### config.mk
export PLATFORM = sky130hd
export DESIGN_NAME = qrg_cell
export DESIGN_NICKNAME = d
export VERILOG_FILES = /design/src/hdl/qrg_pkg.sv /design/src/hdl/qrg_cell.sv
export SDC_FILE = /design/constraint.sdc
export NUM_CORES = 1
export LEC_CHECK = 0
export BUFFER_PORTS_ARGS = -buffer_cell sky130_fd_sc_hd__buf_2
export CAP_MARGIN = 5
export CELL_PAD_IN_SITES_DETAIL_PLACEMENT = 1
export CELL_PAD_IN_SITES_GLOBAL_PLACEMENT = 1
export CORE_MARGIN = 1.5
export CORE_UTILIZATION = 25
export DETAILED_ROUTE_END_ITERATION = 6
export PLACE_DENSITY_LB_ADDON = 0.1
export SYNTH_ARGS = -nofsm -noshare
export SYNTH_HDL_FRONTEND = slang
export SYNTH_SLANG_ARGS = --single-unit
### constraint.sdc
create_clock -name clk -period 8.65 [get_ports clk]
set_input_delay 0 -clock clk [delete_from_list [all_inputs] [get_ports clk]]
set_output_delay 0 -clock clk [all_outputs]
set_load 0.03 [all_outputs]
### src/hdl/qrg_pkg.sv
// qrg_pkg: shared types, widths and the arctangent table of the rotation gate
// no dependencies; used by every module of the block
package qrg_pkg;

  localparam int AMP_W     = 18;  // Q1.16 amplitudes
  localparam int ANGLE_W   = 16;
  localparam int CW        = 34;  // cordic x, y, z datapath width
  localparam int COEF_W    = 32;  // clamped coefficient, Q1.30
  localparam int STEPS     = 30;
  localparam int SH_W      = 5;
  localparam int COEF_FRAC = 30;
  localparam int GAIN_Q30  = 652032874;

  typedef enum logic [1:0] {
    GATE_PHASE = 2'd0,
    GATE_RX    = 2'd1,
    GATE_RY    = 2'd2,
    GATE_RZ    = 2'd3
  } gate_t;

  typedef logic signed [AMP_W-1:0] amp_t;

  typedef struct packed {
    logic signed [CW-1:0] x;
    logic signed [CW-1:0] y;
    logic signed [CW-1:0] z;
    logic                 neg;
    gate_t                func;
    amp_t                 a0r;
    amp_t                 a0i;
    amp_t                 a1r;
    amp_t                 a1i;
  } cord_t;

  function automatic logic signed [CW-1:0] atan_q(input int i);
    int t;
    case (i)
      0: t = 536870912;  1: t = 316933406;  2: t = 167458907;  3: t = 85004756;
      4: t = 42667331;   5: t = 21354465;   6: t = 10679838;   7: t = 5340245;
      8: t = 2670163;    9: t = 1335087;    10: t = 667544;    11: t = 333772;
      12: t = 166886;    13: t = 83443;     14: t = 41722;     15: t = 20861;
      16: t = 10430;     17: t = 5215;      18: t = 2608;      19: t = 1304;
      20: t = 652;       21: t = 326;       22: t = 163;       23: t = 81;
      24: t = 41;        25: t = 20;        26: t = 10;        27: t = 5;
      28: t = 3;         29: t = 1;
      default: t = 0;
    endcase
    return CW'(t);
  endfunction

endpackage

### src/hdl/qrg_cell.sv
// qrg_cell: one cordic rotation step with its pipeline register
// depends on qrg_pkg
module qrg_cell import qrg_pkg::*; (
  input  logic                 clk,
  input  logic                 rst_n,
  input  logic                 en,
  input  logic [SH_W-1:0]      shift,
  input  logic signed [CW-1:0] atan,
  input  logic                 in_valid,
  input  cord_t                in_d,
  output logic                 out_valid,
  output cord_t                out_d
);

  logic  valid_r;
  cord_t d_r, d_nxt;
  logic signed [CW-1:0] dx, dy;

  assign dx = in_d.y >>> shift;
  assign dy = in_d.x >>> shift;

  always_comb begin
    d_nxt = in_d;
    if (!in_d.z[CW-1]) begin
      d_nxt.x = in_d.x - dx;
      d_nxt.y = in_d.y + dy;
      d_nxt.z = in_d.z - atan;
    end else begin
      d_nxt.x = in_d.x + dx;
      d_nxt.y = in_d.y - dy;
      d_nxt.z = in_d.z + atan;
    end
  end

  always_ff @(posedge clk) begin
    if (!rst_n) begin
      valid_r <= 1'b0;
    end else if (en) begin
      valid_r <= in_valid;
    end
    if (en) begin
      d_r <= d_nxt;
    end
  end

  assign out_valid = valid_r;
  assign out_d     = d_r;

endmodule

==> results.ini <==
[status]
status = finished clean

[min_path]
hold_path_class = primary input to flop
worstHoldPathCells = 3

[clocking]
cts_hold_buf = 90
path_clk_slew_ps = 80
numClockSinks = 178
insertion_delay_ps = 490
htreeDepth = 4
root_buffer = clkbuf_16
cts_resized = 0
numCtsBuffers = 17
cts_tree = built
clockBufferDepth = 2
cts_setup_buffers = 0

[grt]
grtUsageTotal_pct = 20.7
antenna_found_initial = 9
grt_pass1_vias = 16900
grt_first_pass_wirelength_mm = 109
overflow = 0
grt_max_degree = 72

[sta]
fin_skew_ps = 0
rsz0062_at_grt = no
tightest_slew_ps = 1010
fmax_mhz = 150
setup_viol = 0
fin_crit_ps = 6670
max_slew_margin_pct = 32.3
tns_ps = 0
holdWs_ps = 48.3
hold_violations = 0
period_share_pct = 77.1
slew_viol_final = 0

[worst_setup_path]
start_kind = primary input
path_max_fanout = 71
r2r_cells = 3
cp.required_ps = 8890
crit_type = primary input to flop
cp-end-kind = flop
arrival_ps = 6900

[power]
ir_drop_uv = 99.5
leakage_nw = 8.67
power_density_nw_per_um2 = 184
power_mw = 3.98

[floorplanning]
rows = 96
initial_utilization_pct = 25.2
dieWidth_um = 265
die_y_um = 265
core_area_um2 = 68300
pin_count = 398
die-area_um2 = 70500

[yosys]
synth_cells = 1733
synth_warnings = 0
synth-seq-cells = 178
synth-edff-count = 177
synth_area_per_cell_um2 = 9.94
synth_sequential_area_ratio_pct = 31.0
async_flop_share_pct = 0
syn_nets = 2058
netlist_area_um2 = 17200
ys_types = 83
dominantRegCellSynth = edfxtp_1

[placed_design]
dpl.cell_count = 2950
gp_congestion = 0.905
place_hpwl_mm = 59.0
io_buffers = 397

[routing]
remaining_drc_errors = 0
routedWlPerCell_um = 24.2
wl_mm = 74.4
final_antenna_net_count = 0
drt_pass1_iterations = 5
avgViaCountPerCell = 5.32
vias = 16400
drt_iter0_markers = 1191

[cells_and_area]
nNetsFinal = 2502
finalNonFillerCells = 3075
drive_above_1_share_pct = 27.4
synthToLayoutAreaGrowth_pct = 25.2
finish.utilization_pct = 31.5

[flow_run]
cap_violations = 0

worst paths after layout:
path         startpoint    endpoint  slack, ps
min reg2reg   out_valid   out_valid       1110
max            shift[1]  out_d[176]       1980
max reg2reg   out_valid   out_valid       7470
min            in_d[77]   out_d[77]         50
placed cells by master (no fill, tap or decap), types with 11 or more instances in the layout:
cell type      count
nor2_1           140
mux4_2            82
mux2_2            33
a21o_1            38
buf_2            392
nand2_1           94
nor2b_1           23
edfxtp_1         177
nand3_1           30
o22ai_1           19
a31oi_1           29
nor3_1            30
nand2b_1          18
a211oi_1          26
dlygate4sd3_1     90
o21a_1            27
inv_1             50
a21oi_1          186
and2_1            19
xnor2_1          120
ha_1             102
o21bai_1          22
clkbuf_16         17
and3_1            13
mux2i_1           43
xor2_1            62
buf_4             27
a22oi_1           11
o21ai_0           76
cell families after synthesis:
family / after synthesis / synth area share, %
multiplexers: 158 / 15.4
AO/OA/AOI/OAI: 542 / 20.5
flip-flops: 178 / 31.0
adder cells (fa/ha/maj): 105 / 7.76
buffers and inverters: 137 / 3.71
AND/OR/NAND/NOR: 431 / 12.4
XOR/XNOR: 182 / 9.26
through the flow:
step,cell area (um^2),setup slack [ps]
floorplan,17200,3570
global placement,20100,1800
detailed placement,20100,1520
CTS,21500,2020
global route,21600,1580
finish,21600,1980
power breakdown:
| part | switching [mW] | total [mW] | internal [mW] |
|---|---|---|---|
| Clock | 0.431 | 0.819 | 0.387 |
| Sequential | 0.0388 | 1.21 | 1.17 |
| Combinational | 1.24 | 1.95 | 0.708 |
sequential cells by signal (all words and copies together) (netlist names):
register and count:
out_valid 1, out_d 177
critical path, cell delays in order:
cell and delay, ps:
buf_4 690, buf_4 650, mux4_2 600, mux2_2 350, a31oi_1 180, o211a_1 220, ha_1 210, inv_1 50
nor3b_1 170, and4_1 320, nor2_1 70, xor2_1 170, ha_1 430, nand4_1 120, nor3_1 190, o31ai_1 180
a2111oi_0 810, or2_2 270, o21ai_1 130, or3_1 440, a31oi_1 270, o41a_1 190, xnor2_1 80
Yosys cell counts, drive strengths merged, types with 8 or more instances:
cell     count  area share [%]
a21oi      190             5.6
edfxtp     177              31
nor2       140             3.1
xnor2      120             6.1
ha         102             7.4
nand2       95             2.1
mux4        82              11
o21ai       77             2.2
xor2        62             3.2
buf         56             1.9
inv         52             1.1
mux2i       43             2.5
a21o        38             1.7
mux2        33             2.2
nand3       30            0.87
nor3        30            0.87
a31oi       29             1.1
clkbuf      29            0.63
o21a        27             1.2
a211oi      26             1.1
nor2b       23            0.84
o21bai      22            0.96
and2        19            0.69
o22ai       19            0.69
nand2b      18            0.65
and3        14            0.54
a22oi       11            0.48
a211o       10            0.51
nand4       10            0.36
nor4        10            0.54
or3         10            0.36
a2111oi      9            0.60
nor3b        8            0.38
or2          8            0.29
final cells by class:
cell class,instances,area [um^2]
inverter,52,195
clock buffer,17,425
antenna,3,7.51
sequential,178,5340
multi-input combinational,1418,11200
timing repair buffer,510,3080
clock inverter,15,165
fill,7867,46800
tap,882,1100
routing by layer:
metal | wire, um | GRT usage, % | vias to the layer above | part of all wire (%)
met1 | 33300 | 27.5 | 8178 | 45
met5 | 23 | 0 | - | 0.031
li1 | - | - | 7559 | -
met2 | 34500 | 33.2 | 491 | 46
met3 | 3640 | 3.36 | 119 | 4.9
met4 | 2880 | 8.96 | 4 | 3.9
Note: power is estimated with default switching activity, not from simulation.
